`src/sv/stereo_crossfeed_filter_defines.svh`:
```
// Assertion macros for the stereo crossfeed filter.
// Included by the RTL files that carry concurrent checks; no other dependencies.
`ifndef STEREO_CROSSFEED_FILTER_DEFINES_SVH
`define STEREO_CROSSFEED_FILTER_DEFINES_SVH

`ifndef SYNTH

// Same-cycle implication.
`define SXF_ASSERT_IMP(label, clk, rst, ante, cons) \
   label: assert property (@(posedge clk) disable iff (rst) (ante) |-> (cons)) \
      else $error("sxf check failed");

// Next-cycle implication.
`define SXF_ASSERT_NXT(label, clk, rst, ante, cons) \
   label: assert property (@(posedge clk) disable iff (rst) (ante) |=> (cons)) \
      else $error("sxf check failed");

`else

`define SXF_ASSERT_IMP(label, clk, rst, ante, cons)
`define SXF_ASSERT_NXT(label, clk, rst, ante, cons)

`endif

`endif

```
`src/sv/sxf_pkg.sv`:
```
// Shared types and constants for the stereo crossfeed filter.
// Used by sxf_ctrl, sxf_dp and the top level; no dependencies.
package sxf_pkg;

   localparam int CSR_INDEX_BITS = 3;
   localparam int FILT_BITS      = 2;
   localparam int FILT_COUNT     = 4;

   // Configuration register indexes.
   localparam logic [CSR_INDEX_BITS-1:0] REG_LOWPASS_GAIN    = 3'd0;
   localparam logic [CSR_INDEX_BITS-1:0] REG_LOWPASS_POLE    = 3'd1;
   localparam logic [CSR_INDEX_BITS-1:0] REG_SHELF_GAIN_NOW  = 3'd2;
   localparam logic [CSR_INDEX_BITS-1:0] REG_SHELF_GAIN_PREV = 3'd3;
   localparam logic [CSR_INDEX_BITS-1:0] REG_SHELF_POLE      = 3'd4;

   // Filter slots: bit 0 selects low-pass, bit 1 selects the right channel.
   localparam logic [FILT_BITS-1:0] FILT_L_SHELF = 2'd0;
   localparam logic [FILT_BITS-1:0] FILT_L_LOW   = 2'd1;
   localparam logic [FILT_BITS-1:0] FILT_R_SHELF = 2'd2;
   localparam logic [FILT_BITS-1:0] FILT_R_LOW   = 2'd3;
   localparam logic [FILT_BITS-1:0] FILT_LAST    = FILT_R_LOW;
   localparam int LOWPASS_BIT = 0;
   localparam int RIGHT_BIT   = 1;

   typedef enum logic [2:0] {
      OP_NONE     = 3'd0,
      OP_MUL_GAIN = 3'd1,
      OP_SUM_Y    = 3'd2,
      OP_MUL_LO   = 3'd3,
      OP_MUL_HI   = 3'd4,
      OP_FRAC     = 3'd5,
      OP_MEM      = 3'd6,
      OP_OUT      = 3'd7
   } op_type;

   typedef struct packed {
      logic                 load;
      op_type               op;
      logic [FILT_BITS-1:0] filt;
   } cmd_type;

endpackage

```
`src/sv/sxf_ctrl.sv`:
```
// Sequencer for the crossfeed filter: steps each of the four filters through
// the shared multiplier and owns both handshakes. Depends on sxf_pkg and the defines header.
`include "stereo_crossfeed_filter_defines.svh"

module sxf_ctrl (
   input  logic             clock,
   input  logic             reset,
   input  logic             req_valid,
   output logic             req_ready,
   output logic             rsp_valid,
   input  logic             rsp_ready,
   output sxf_pkg::cmd_type cmd
);
   import sxf_pkg::*;

   typedef enum logic [7:0] {
      ST_IDLE    = 8'b0000_0001,
      ST_GAIN    = 8'b0000_0010,
      ST_SUMY    = 8'b0000_0100,
      ST_POLE_LO = 8'b0000_1000,
      ST_POLE_HI = 8'b0001_0000,
      ST_FRAC    = 8'b0010_0000,
      ST_MEM     = 8'b0100_0000,
      ST_OUT     = 8'b1000_0000
   } state_type;

   state_type            state_ff, state_in;
   logic [FILT_BITS-1:0] filt_ff, filt_in;
   logic                 rsp_valid_ff, rsp_valid_in;
   logic                 out_fire;

   assign req_ready = (state_ff == ST_IDLE);
   assign rsp_valid = rsp_valid_ff;
   assign out_fire  = (state_ff == ST_OUT) && (!rsp_valid_ff || rsp_ready);

   always_comb begin
      state_in = state_ff;
      filt_in  = filt_ff;
      cmd.load = req_valid && req_ready;
      cmd.op   = OP_NONE;
      cmd.filt = filt_ff;
      case (state_ff)
         ST_IDLE: begin
            filt_in = FILT_L_SHELF;
            if (req_valid) begin
               state_in = ST_GAIN;
            end
         end
         ST_GAIN: begin
            cmd.op   = OP_MUL_GAIN;
            state_in = ST_SUMY;
         end
         ST_SUMY: begin
            cmd.op   = OP_SUM_Y;
            state_in = ST_POLE_LO;
         end
         ST_POLE_LO: begin
            cmd.op   = OP_MUL_LO;
            state_in = ST_POLE_HI;
         end
         ST_POLE_HI: begin
            cmd.op   = OP_MUL_HI;
            state_in = ST_FRAC;
         end
         ST_FRAC: begin
            cmd.op   = OP_FRAC;
            state_in = ST_MEM;
         end
         ST_MEM: begin
            cmd.op = OP_MEM;
            if (filt_ff == FILT_LAST) begin
               state_in = ST_OUT;
            end else begin
               filt_in  = filt_ff + 2'd1;
               state_in = ST_GAIN;
            end
         end
         ST_OUT: begin
            // hold until the output register is free
            if (out_fire) begin
               cmd.op   = OP_OUT;
               state_in = ST_IDLE;
            end
         end
         default: begin
            state_in = ST_IDLE;
         end
      endcase
   end

   always_comb begin
      rsp_valid_in = rsp_valid_ff;
      if (out_fire) begin
         rsp_valid_in = 1'b1;
      end else if (rsp_ready) begin
         rsp_valid_in = 1'b0;
      end
   end

   always_ff @(posedge clock) begin
      if (reset) begin
         state_ff     <= ST_IDLE;
         filt_ff      <= FILT_L_SHELF;
         rsp_valid_ff <= 1'b0;
      end else begin
         state_ff     <= state_in;
         filt_ff      <= filt_in;
         rsp_valid_ff <= rsp_valid_in;
      end
   end

   `SXF_ASSERT_NXT(a_accept_starts_left_shelf, clock, reset, req_valid && req_ready, state_ff == ST_GAIN && filt_ff == FILT_L_SHELF)
   `SXF_ASSERT_IMP(a_result_from_out_step, clock, reset, $rose(rsp_valid_ff), $past(state_ff) == ST_OUT)
   `SXF_ASSERT_NXT(a_pending_result_blocks, clock, reset, state_ff == ST_OUT && rsp_valid_ff && !rsp_ready, state_ff == ST_OUT)
   `SXF_ASSERT_NXT(a_last_filter_ends, clock, reset, state_ff == ST_MEM && filt_ff == FILT_LAST, state_ff == ST_OUT)

endmodule

```
`src/sv/sxf_dp.sv`:
```
// Datapath of the crossfeed filter: coefficient registers, the shared multiplier,
// the four filter memories and the output register. Depends on sxf_pkg.
module sxf_dp #(
   parameter int SAMPLE_BITS    = 24,
   parameter int COEF_FRAC_BITS = 16
) (
   input  logic                                clock,
   input  logic                                reset,
   input  sxf_pkg::cmd_type                    cmd,
   input  logic                                csr_write,
   input  logic [sxf_pkg::CSR_INDEX_BITS-1:0]  csr_index,
   input  logic signed [COEF_FRAC_BITS+1:0]    csr_data,
   input  logic signed [SAMPLE_BITS-1:0]       req_left_in,
   input  logic signed [SAMPLE_BITS-1:0]       req_right_in,
   output logic signed [SAMPLE_BITS-1:0]       rsp_left_out,
   output logic signed [SAMPLE_BITS-1:0]       rsp_right_out
);
   import sxf_pkg::*;

   localparam int CW = COEF_FRAC_BITS + 2;        // coefficient
   localparam int MW = SAMPLE_BITS + CW;          // filter value
   localparam int LB = MW / 2;                    // low split of a filter value
   localparam int BW = (SAMPLE_BITS > LB + 1) ? SAMPLE_BITS : LB + 1;
   localparam int PW = CW + BW;                   // multiplier product
   localparam int FW = CW + MW;                   // full pole product
   localparam int SW = MW + 3;                    // saturating sums
   localparam int RW = MW + 2;                    // output sum with rounding
   localparam int OW = RW - COEF_FRAC_BITS;       // output before clamp
   localparam logic signed [RW-1:0] ROUND_HALF = RW'(1) <<< (COEF_FRAC_BITS - 1);
   localparam logic signed [CW-1:0] UNITY      = CW'(1) <<< COEF_FRAC_BITS;

   function automatic logic signed [MW-1:0] sat_mem(input logic signed [SW-1:0] v);
      logic signed [MW-1:0] r;
      if (v[SW-1:MW-1] == '0 || v[SW-1:MW-1] == '1) begin
         r = v[MW-1:0];
      end else if (v[SW-1]) begin
         r = {1'b1, {(MW-1){1'b0}}};
      end else begin
         r = {1'b0, {(MW-1){1'b1}}};
      end
      return r;
   endfunction

   function automatic logic signed [SAMPLE_BITS-1:0] sat_sample(
      input logic signed [OW-1:0] v);
      logic signed [SAMPLE_BITS-1:0] r;
      if (v[OW-1:SAMPLE_BITS-1] == '0 || v[OW-1:SAMPLE_BITS-1] == '1) begin
         r = v[SAMPLE_BITS-1:0];
      end else if (v[OW-1]) begin
         r = {1'b1, {(SAMPLE_BITS-1){1'b0}}};
      end else begin
         r = {1'b0, {(SAMPLE_BITS-1){1'b1}}};
      end
      return r;
   endfunction

   logic signed [CW-1:0]          lp_gain_ff, lp_gain_in;
   logic signed [CW-1:0]          lp_pole_ff, lp_pole_in;
   logic signed [CW-1:0]          sh_now_ff, sh_now_in;
   logic signed [CW-1:0]          sh_prev_ff, sh_prev_in;
   logic signed [CW-1:0]          sh_pole_ff, sh_pole_in;
   logic signed [SAMPLE_BITS-1:0] x_left_ff, x_left_in;
   logic signed [SAMPLE_BITS-1:0] x_right_ff, x_right_in;
   logic signed [PW-1:0]          prod_ff, prod_in;
   logic signed [PW-1:0]          part_ff, part_in;
   logic signed [MW-1:0]          feed_ff, feed_in;
   logic signed [MW-1:0]          y_ff, y_in;
   logic signed [RW-1:0]          frac_ff, frac_in;
   logic signed [MW-1:0]          mem_ff [FILT_COUNT];
   logic signed [MW-1:0]          mem_in [FILT_COUNT];
   logic signed [MW-1:0]          ykeep_ff [FILT_COUNT];
   logic signed [MW-1:0]          ykeep_in [FILT_COUNT];
   logic signed [SAMPLE_BITS-1:0] out_left_ff, out_left_in;
   logic signed [SAMPLE_BITS-1:0] out_right_ff, out_right_in;

   logic                          lowpass;
   logic signed [SAMPLE_BITS-1:0] x_sel;
   logic signed [CW-1:0]          pole_sel;
   logic signed [CW-1:0]          mul_a;
   logic signed [BW-1:0]          mul_b;
   logic signed [PW-1:0]          mul_p;
   logic signed [SW-1:0]          y_sum;
   logic signed [SW-1:0]          mem_sum;
   logic signed [FW-1:0]          full_prod;
   logic signed [RW-1:0]          left_sum;
   logic signed [RW-1:0]          right_sum;

   assign lowpass  = cmd.filt[LOWPASS_BIT];
   assign x_sel    = cmd.filt[RIGHT_BIT] ? x_right_ff : x_left_ff;
   assign pole_sel = lowpass ? lp_pole_ff : sh_pole_ff;

   // Operand select for the shared multiplier.
   always_comb begin
      case (cmd.op)
         OP_MUL_GAIN: begin
            mul_a = lowpass ? lp_gain_ff : sh_now_ff;
            mul_b = BW'(x_sel);
         end
         OP_SUM_Y: begin
            // the low-pass has no feedforward into its memory
            mul_a = lowpass ? '0 : sh_prev_ff;
            mul_b = BW'(x_sel);
         end
         OP_MUL_LO: begin
            mul_a = pole_sel;
            mul_b = BW'({1'b0, y_ff[LB-1:0]});
         end
         OP_MUL_HI: begin
            mul_a = pole_sel;
            mul_b = BW'($signed(y_ff[MW-1:LB]));
         end
         default: begin
            mul_a = '0;
            mul_b = '0;
         end
      endcase
   end

   assign mul_p     = mul_a * mul_b;
   assign y_sum     = SW'($signed(prod_ff[MW-1:0])) + SW'(mem_ff[cmd.filt]);
   assign mem_sum   = SW'(feed_ff) + SW'(frac_ff);
   assign full_prod = (FW'(prod_ff) <<< LB) + FW'(part_ff);
   assign left_sum  = RW'(ykeep_ff[FILT_L_SHELF]) + RW'(ykeep_ff[FILT_R_LOW]) + ROUND_HALF;
   assign right_sum = RW'(ykeep_ff[FILT_L_LOW]) + RW'(ykeep_ff[FILT_R_SHELF]) + ROUND_HALF;

   always_comb begin
      lp_gain_in   = lp_gain_ff;
      lp_pole_in   = lp_pole_ff;
      sh_now_in    = sh_now_ff;
      sh_prev_in   = sh_prev_ff;
      sh_pole_in   = sh_pole_ff;
      x_left_in    = x_left_ff;
      x_right_in   = x_right_ff;
      prod_in      = prod_ff;
      part_in      = part_ff;
      feed_in      = feed_ff;
      y_in         = y_ff;
      frac_in      = frac_ff;
      mem_in       = mem_ff;
      ykeep_in     = ykeep_ff;
      out_left_in  = out_left_ff;
      out_right_in = out_right_ff;

      if (csr_write) begin
         case (csr_index)
            REG_LOWPASS_GAIN:    lp_gain_in = csr_data;
            REG_LOWPASS_POLE:    lp_pole_in = csr_data;
            REG_SHELF_GAIN_NOW:  sh_now_in  = csr_data;
            REG_SHELF_GAIN_PREV: sh_prev_in = csr_data;
            REG_SHELF_POLE:      sh_pole_in = csr_data;
            default: ;
         endcase
      end

      if (cmd.load) begin
         x_left_in  = req_left_in;
         x_right_in = req_right_in;
      end

      case (cmd.op)
         OP_MUL_GAIN: begin
            prod_in = mul_p;
         end
         OP_SUM_Y: begin
            y_in               = sat_mem(y_sum);
            ykeep_in[cmd.filt] = sat_mem(y_sum);
            prod_in            = mul_p;
         end
         OP_MUL_LO: begin
            feed_in = prod_ff[MW-1:0];
            prod_in = mul_p;
         end
         OP_MUL_HI: begin
            part_in = prod_ff;
            prod_in = mul_p;
         end
         OP_FRAC: begin
            frac_in = full_prod[FW-1:COEF_FRAC_BITS];
         end
         OP_MEM: begin
            mem_in[cmd.filt] = sat_mem(mem_sum);
         end
         OP_OUT: begin
            out_left_in  = sat_sample(left_sum[RW-1:COEF_FRAC_BITS]);
            out_right_in = sat_sample(right_sum[RW-1:COEF_FRAC_BITS]);
         end
         default: ;
      endcase
   end

   always_ff @(posedge clock) begin
      if (reset) begin
         lp_gain_ff <= '0;
         lp_pole_ff <= '0;
         sh_now_ff  <= UNITY;
         sh_prev_ff <= '0;
         sh_pole_ff <= '0;
         mem_ff     <= '{default: '0};
      end else begin
         lp_gain_ff <= lp_gain_in;
         lp_pole_ff <= lp_pole_in;
         sh_now_ff  <= sh_now_in;
         sh_prev_ff <= sh_prev_in;
         sh_pole_ff <= sh_pole_in;
         mem_ff     <= mem_in;
      end
   end

   always_ff @(posedge clock) begin
      x_left_ff    <= x_left_in;
      x_right_ff   <= x_right_in;
      prod_ff      <= prod_in;
      part_ff      <= part_in;
      feed_ff      <= feed_in;
      y_ff         <= y_in;
      frac_ff      <= frac_in;
      ykeep_ff     <= ykeep_in;
      out_left_ff  <= out_left_in;
      out_right_ff <= out_right_in;
   end

   assign rsp_left_out  = out_left_ff;
   assign rsp_right_out = out_right_ff;

endmodule

```
`src/sv/stereo_crossfeed_filter.sv`:
```
// Channel   Handshake             Payload
// req       req_valid/req_ready   req_left_in, req_right_in
// rsp       rsp_valid/rsp_ready   rsp_left_out, rsp_right_out
// csr       csr_valid/csr_ready   csr_index, csr_data (always ready)
//
// A pair passes through the idle cycle that accepts it, six steps for each of
// the four filters on the single shared multiplier and one output step; the result
// and rsp_valid are registered as the output step completes.
// Reset: shelf pass-through, other coefficients zero, filter memories cleared at once.
// The result waits in the output register while the next pair is taken; that pair
// holds in its output step only while the previous result is still untaken.
// Top level of the stereo crossfeed filter; depends on sxf_pkg, sxf_ctrl, sxf_dp.
module stereo_crossfeed_filter #(
   parameter int SAMPLE_BITS    = 24,
   parameter int COEF_FRAC_BITS = 16
) (
   input  logic                                clock,
   input  logic                                reset,
   input  logic                                req_valid,
   output logic                                req_ready,
   input  logic signed [SAMPLE_BITS-1:0]       req_left_in,
   input  logic signed [SAMPLE_BITS-1:0]       req_right_in,
   output logic                                rsp_valid,
   input  logic                                rsp_ready,
   output logic signed [SAMPLE_BITS-1:0]       rsp_left_out,
   output logic signed [SAMPLE_BITS-1:0]       rsp_right_out,
   input  logic                                csr_valid,
   output logic                                csr_ready,
   input  logic [sxf_pkg::CSR_INDEX_BITS-1:0]  csr_index,
   input  logic signed [COEF_FRAC_BITS+1:0]    csr_data
);
   import sxf_pkg::*;

   cmd_type cmd;
   logic    csr_write;

   assign csr_ready = 1'b1;
   assign csr_write = csr_valid && csr_ready;

   sxf_ctrl u_ctrl (
      .clock     (clock),
      .reset     (reset),
      .req_valid (req_valid),
      .req_ready (req_ready),
      .rsp_valid (rsp_valid),
      .rsp_ready (rsp_ready),
      .cmd       (cmd)
   );

   sxf_dp #(
      .SAMPLE_BITS    (SAMPLE_BITS),
      .COEF_FRAC_BITS (COEF_FRAC_BITS)
   ) u_dp (
      .clock         (clock),
      .reset         (reset),
      .cmd           (cmd),
      .csr_write     (csr_write),
      .csr_index     (csr_index),
      .csr_data      (csr_data),
      .req_left_in   (req_left_in),
      .req_right_in  (req_right_in),
      .rsp_left_out  (rsp_left_out),
      .rsp_right_out (rsp_right_out)
   );

endmodule

```
`config.mk`:
```
export PLATFORM = sky130hd
export DESIGN_NAME = stereo_crossfeed_filter
export DESIGN_NICKNAME = d
export VERILOG_FILES = /design/src/sv/sxf_pkg.sv /design/src/sv/sxf_ctrl.sv /design/src/sv/sxf_dp.sv /design/src/sv/stereo_crossfeed_filter.sv
export VERILOG_INCLUDE_DIRS = /design/src /design/src/sv
export SDC_FILE = /design/constraint.sdc
export NUM_CORES = 2
export LEC_CHECK = 0
export ABC_CLOCK_PERIOD_IN_PS = 21100
export BUFFER_PORTS_ARGS = -buffer_cell sky130_fd_sc_hd__buf_2
export CAP_MARGIN = 20
export CORE_ASPECT_RATIO = 1.2
export CORE_MARGIN = 2
export CORE_UTILIZATION = 60
export CTS_CLUSTER_DIAMETER = 200
export DETAILED_ROUTE_END_ITERATION = 8
export PLACE_DENSITY_LB_ADDON = 0.08
export SLEW_MARGIN = 15
export SYNTH_ARGS = -nofsm -noshare
export SYNTH_HDL_FRONTEND = slang
export SYNTH_SLANG_ARGS = --single-unit
export TNS_END_PERCENT = 5
```
`constraint.sdc`:
```
create_clock -name clock -period 21.1 [get_ports clock]
set_clock_uncertainty 0.2 [all_clocks]
set_input_delay 4.22 -clock clock [delete_from_list [all_inputs] [get_ports clock]]
set_output_delay 4.22 -clock clock [all_outputs]
set_load 0.02 [all_outputs]
```
Word-level counts from Yosys, hierarchy flattened
Cells that the tools add are included.
- add/subtract/negate cells: 8
- $mul: 1
- divide/modulo/power cells: 0
- $lt $le $gt $ge: 2
- eq/ne operators: 27
- shifts and indexed selects: 0
- multiplexer cells: 33
- bitwise logic cells: 1
- reduce and logical (&&, ||, !) cells: 26
- operator list (operator ; number):
    42-bit two-way mux ; 9
    168-bit bitwise mux ; 2
    42-bit by 42-bit adder with 43-bit output ; 3
    24-bit two-way mux ; 5
    44-bit by 17-bit adder with 44-bit output (second input constant) ; 2
    42-bit binary-select mux with 2-bit select ; 1
    42-bit demux with 2-bit select ; 1
    24-bit one-hot mux with 3 select lines ; 1
    8-bit one-hot mux with 8 select lines ; 1
    60-bit by 42-bit adder with 60-bit output ; 1
    18-bit two-way mux ; 3
    18-bit one-hot mux with 3 select lines ; 1
    42-bit by 44-bit adder with 45-bit output ; 1
    18-bit by 24-bit multiplier with 42-bit output ; 1
    8-bit two-way mux ; 3
    3-bit one-hot mux with 7 select lines ; 1
    3-bit == test (second input constant) ; 5
    2-bit AND reduction ; 7
    3-bit by 2-bit == test with 1-bit output (second input constant) ; 4
    5-bit == test (second input constant) ; 2
    5-bit zero test ; 2
    4-bit == test (second input constant) ; 2
    8-bit by 1-bit == test with 1-bit output (second input constant) ; 1
    8-bit by 2-bit == test with 1-bit output (second input constant) ; 1
    26 further kinds ; 38
- flip-flop bits (word level): 745
- bits in latches: 0
- memory bits (writable): 0
- ROM bits: 0
- input bits: 74
- output and inout port bits: 51
- word-level logic and storage cells: 123
- memories: 0

Longest topological paths before layout
- depth in word-level cells: 10
- mapped depth: 37
- gate-level depth less buffers: 34

By module
Synthesis repeated with hierarchy kept, for this count alone.
- cell total of the unflattened synthesis: 5081
- area, all modules: 51967.3 µm²
- by module, submodules not included (module ; times used ; cells an instance ; area an instance (µm²) ; sequential area each (µm²)):
    sxf_dp ; 1 ; 5007 ; 51313.0 ; 18978.2
    sxf_ctrl ; 1 ; 72 ; 643.1 ; 220.2
    stereo_crossfeed_filter ; 1 ; 2 ; 11.3 ; 0.0

Least setup slack after synthesis
OpenSTA, ideal clock, no wires.
- path kind: flip-flop to flip-flop
- from: register u_ctrl.state_ff[5]
- to: register u_dp.prod_ff[40], data pin
- setup time: 258 ps
- data arrival time: 9908 ps
- data required time: 20642 ps
- path slack: 10734 ps
- cell stages (with the launch flop): 33
- path buffers: 2
- clock period less this slack: 10366 ps
- cell sequence: dfxtp_1 or4_1 or3_1 nor3b_1 clkbuf_1 a222oi_1 a21oi_1 clkbuf_1 nand2_1 fa_1 inv_1 fa_1 fa_1 fa_1 fa_1 inv_1 fa_1 inv_1 ha_1 a21o_1 a21o_1 a21o_1 a21oi_1 inv_1 o21ai_0 a31oi_1 o21ai_0 o211ai_1 a221o_1 a21boi_0 o21ai_0 a21oi_1 xnor2_1
- longest elaborated chain between the ends: 8
- elaborated cells on any way between the ends: 19
- those cells by class: mul (1); eq/ne (11); mux (4); reduce/logical (3)
- ends and longest elaborated chain (element ; line ; RTL):
    start: declaration ; sxf_ctrl.sv:27 ; state_type state_ff, state_in;
    start signal: assignment ; sxf_ctrl.sv:106 ; state_ff <= state_in;
    8-bit == test ; sxf_ctrl.sv:34, sxf_ctrl.sv:42 ;
    1-bit logical AND ; sxf_ctrl.sv:34 ; assign out_fire = (state_ff == ST_OUT) && (!rsp_valid_ff || rsp_ready);
    3-bit two-way mux ; sxf_ctrl.sv:80 ; if (out_fire) begin
    3-bit one-hot mux with 7 select lines * ; sxf_ctrl.sv:42 ; case (state_ff)
    3-bit == test (tied with other cells) ; sxf_dp.sv:94 ; case (cmd.op)
    2-bit OR reduction (no source line) ; n/a ;
    18-bit one-hot mux with 3 select lines or 24-bit one-hot mux with 3 select lines (tied branches) ; sxf_dp.sv:94 ;
    18-bit by 24-bit multiplier with 42-bit output * ; sxf_dp.sv:119 ; assign mul_p = mul_a * mul_b;
    net u_dp.mul_p[40] ; sxf_dp.sv:81 ; logic signed [PW-1:0] mul_p;
    end signal: assignment ; sxf_dp.sv:212 ; prod_ff <= prod_in;
    end: declaration ; sxf_dp.sv:64 ; logic signed [PW-1:0] prod_ff, prod_in;
Mark *: on every way through the listed nets, which the timed path passes. The rest lies on a longest branch.
A chain may end at the register's enable or synchronous reset.

Worst setup path in the final report
- from: register u_ctrl.state_ff[3]
- to: register u_dp.prod_ff[40], data pin
Same word-level chain as after synthesis.

==> run summary <==
The run finished with clean final reports. Synthesis instantiated 111 different standard cells from the library. The floorplan step defined a die boundary enclosing 89900 um2. Setup violations remaining at the end of the flow were counted as 0. During placement, the flow inserted port buffers numbering 123. Each instance of the synthesized netlist takes up on average 10.2 um2. The area overhead of the layout relative to synthesis was 8.79%.

The synthesized flop and latch total was 729; the netlist area before placement was 52500 um2. Once placement finished, the instance area stood at 54300 um2. The largest individual stage delay along the critical path comes from the cell o21ai_0.

The most common cell type on the critical path was fa_1. During I/O placement, the number of pins put on the boundary was 125. The remaining design rule violation count was 0.

The tools report the total nets after synthesis as 5979. The post-CTS clock slew at the launch and capture registers of the worst setup and hold paths was 60 ps; the post-detailed-route wirelength per cell was 22.3 um. The tools report the number of antenna-violating nets in the routed design as 0. In this run, post-CTS hold repair placed 0 buffers. The min-delay analysis places its worst path in the category register to register. The run gives 0.0000702 V as the peak supply drop. The run gives 0 as the max-slew violation count. Summed over all cells, the static leakage comes to 23.1 nW. Post-route clock period utilization: 48.8%. The endpoint kind of the worst setup timing path was a register.

Summed over all layers, the routed wires come to 143 mm. Of the post-synthesis cell area, the dominant cell type holds 26.3%. Detailed routing inserted a total of 38764 vias.

Entering global routing, the biggest net connects 100 pins. The most common flop cell mapped by yosys is edfxtp_1. The number of setup buffers added after CTS is 0. The first detailed-routing pass took 9 iterations. Of the cells placed in the final design, the portion with a size suffix greater than 1 is 9.95%.

The max-cap violation count is 0, and the relative slew slack is 21.6%. For the number of antenna violations at the first check in global routing, the log shows 7. By instance count, the leading cell after synthesis is nand2_1. The via density per instance was 6.04; the vertical die dimension was 328 um. The final layout contains 6032 nets. The worst setup path is of the register to register kind.

The first global-routing pass estimated 222 mm of wire. Fill cells in the final layout number 7004. The run gives 660 ps as the later-pin clock latency in the skew report. For this run the aggregate overflow at the end of global routing stands at 0.

After technology mapping, the gate count stands at 5160. The required time at the worst-slack endpoint is 21310 ps, and the routability congestion estimate is 0.943. Nature of the critical path startpoint: a register. After detailed routing, the met3 layer carries 9.84 mm of wire.

Setup repair after global routing left no endpoint under its margin. TritonCTS built the clock tree. After detailed routing, no signal wire sits above met5.

The tree is rooted in a clkbuf_16. The floorplan step set the die width to 274 um. In this run the register-to-register setup slack is 10790 ps. Hold violation count in the final report: 0. Proportion of synthesized chip area in sequential cells: 36.6%. The commonest cells after synthesis are nand2_1 (603), inv_1 (570), edfxtp_1 (460).

For this design the ratio of total power to cell area is 56.2 nW/um2. The logs give 69.8 mm for the met2 layer wire length in the routed design and 32.4% for the overall global routing resource usage. The logs give 729 for the count of clock tree sinks and 0 for the number of synthesis warnings.

For the DRC marker count from the first detailed-route iteration, the log shows 3153. The site row count is 118. Counting flops with an async set or reset pin after synthesis yields a share of 0%. The clock passes through at most 3 buffers. The synthesized design contains 460 enable-type register cells.

Transition at the pin with the smallest max-transition slack: 1180 ps. Number of gates given a new drive strength after cts: 0. In the post-synthesis netlist, the biggest area contributors are edfxtp_1 (26%), fa_1 (16%), dfxtp_1 (10%). The minimum clock period is 10310 ps.

After routing the design area is 57100 um2. The detailed-routing wirelength on met1 is 55.6 mm, and the largest driver fanout on the critical path is 38. The initial utilization of the core area, before any placement, comes to 60.7%. The via count of the first global-routing pass was 38745; the core region area was 86500 um2.

Data on the critical path arrives at its endpoint at 10520 ps. For this run, the slowest stage of the critical path takes 720 ps. edfxtp_1 takes more of the synthesized area than any other cell. The H-tree generated during clock tree synthesis spans 3 levels. The run gives 97.0 MHz as the maximum achievable frequency.

The wire-length estimate of the detail-placed layout is 106 mm. Clock tree synthesis inserted a total of 77 buffers. For the final routed database, the setup TNS stands at 0 ps.
-- state kept, by name, indices dropped and copies added, names as in the netlist, 26 cells and up --
signal / count
u_dp.frac_ff: 44
u_dp.feed_ff: 42
u_dp.ykeep_ff: 168
u_dp.y_ff: 42
u_dp.mem_ff: 168
u_dp.part_ff: 26
u_dp.prod_ff: 42
-- cells by family (layout without fill, tap and decap cells) --
| family | Yosys count | count (layout) | share of synthesized area (%) |
|---|---|---|---|
| AND/OR/NAND/NOR | 1449 | 1449 | 12.4 |
| AO/OA/AOI/OAI | 1101 | 1101 | 14.3 |
| buffers and inverters | 798 | 915 | 5.88 |
| adder cells (fa/ha/maj) | 756 | 756 | 24.1 |
| flip-flops | 729 | 729 | 36.6 |
| XOR/XNOR | 236 | 236 | 3.95 |
| multiplexers | 90 | 90 | 2.74 |
| other | 1 | 4 | 0.00715 |
-- layout by cell type, fill, tap and decap left out, types with 12 or more instances in the layout --
master and instances:
a31oi_1 23, and2_1 57, o21a_1 43, a211oi_1 186
a22oi_1 31, a21o_1 142, o21ai_1 45, o21ai_2 23
nor2b_1 33, buf_2 122, buf_4 77, nand3_1 61
edfxtp_1 460, nand4_1 25, xnor2_1 160, mux4_2 42
mux2i_1 34, nor4_1 12, nor2_1 425, nor3_1 44
a21oi_1 294, or3_1 17, o211ai_1 19, nand2_1 602
clkinv_2 15, or2_2 21, a222oi_1 18, o21ai_0 109
clkbuf_16 80, inv_1 570, o21bai_1 31, xor2_1 75
and3_1 28, ha_1 317, nand2b_1 46, fa_1 428
dfxtp_1 267
-- final cells by class --
type | count | area, um2 | area share, %
multi-input combinational | 3633 | 30300 | 53.1
sequential | 729 | 19200 | 33.6
inverter | 570 | 2140 | 3.75
clock buffer | 92 | 2130 | 3.73
tap | 1140 | 1430 | 2.50
timing repair buffer | 202 | 1240 | 2.17
clock inverter | 51 | 607 | 1.06
antenna | 3 | 7.51 | 0.0131
-- report_power, final --
group          internal (mW)  switching [mW]
combinational         0.0548           0.142
clock                  0.823           0.619
sequential              1.55          0.0215
total                   2.43           0.782
-- critical path, delay by kind of cell, from the launching register on --
| family | cells | cell delay (ps) |
|---|---|---|
| buf+inv | 7 | 1200 |
| fa+ha+maj | 7 | 3440 |
| flops | 1 | 350 |
| compound gates | 13 | 3410 |
| simple gates | 5 | 1350 |
| xor+xnor | 1 | 80 |
-- through the flow --
step	power, mW	hold slack, ps	setup slack, ps	instances	util, %
after detailed placement	1.79	205	10870	6271	62.8
after floorplan	1.70	200	10730	5160	-
after global routing	3.29	223	10290	6419	66.0
final	3.21	220	10790	6420	66.0
after global placement	1.79	201	11050	6270	62.8
after CTS	3.22	219	10820	6414	65.9
-- routing by layer --
layer	global-route usage, %	vias to the layer above
li1	-	17862
met1	40.6	19043
met2	54.6	1460
met3	4.80	397
met4	16.4	2
met5	0	-
-- path summary, 6_finish.rpt --
kind	from	to	depth (start not counted)
max	u_ctrl.state_ff[3]	u_dp.prod_ff[40]	33
min	u_dp.part_ff[17]	u_dp.frac_ff[1]	0
max reg2reg	u_ctrl.state_ff[3]	u_dp.prod_ff[40]	33
min reg2reg	u_dp.part_ff[17]	u_dp.frac_ff[1]	0
Power figures use the tool's default switching activity.
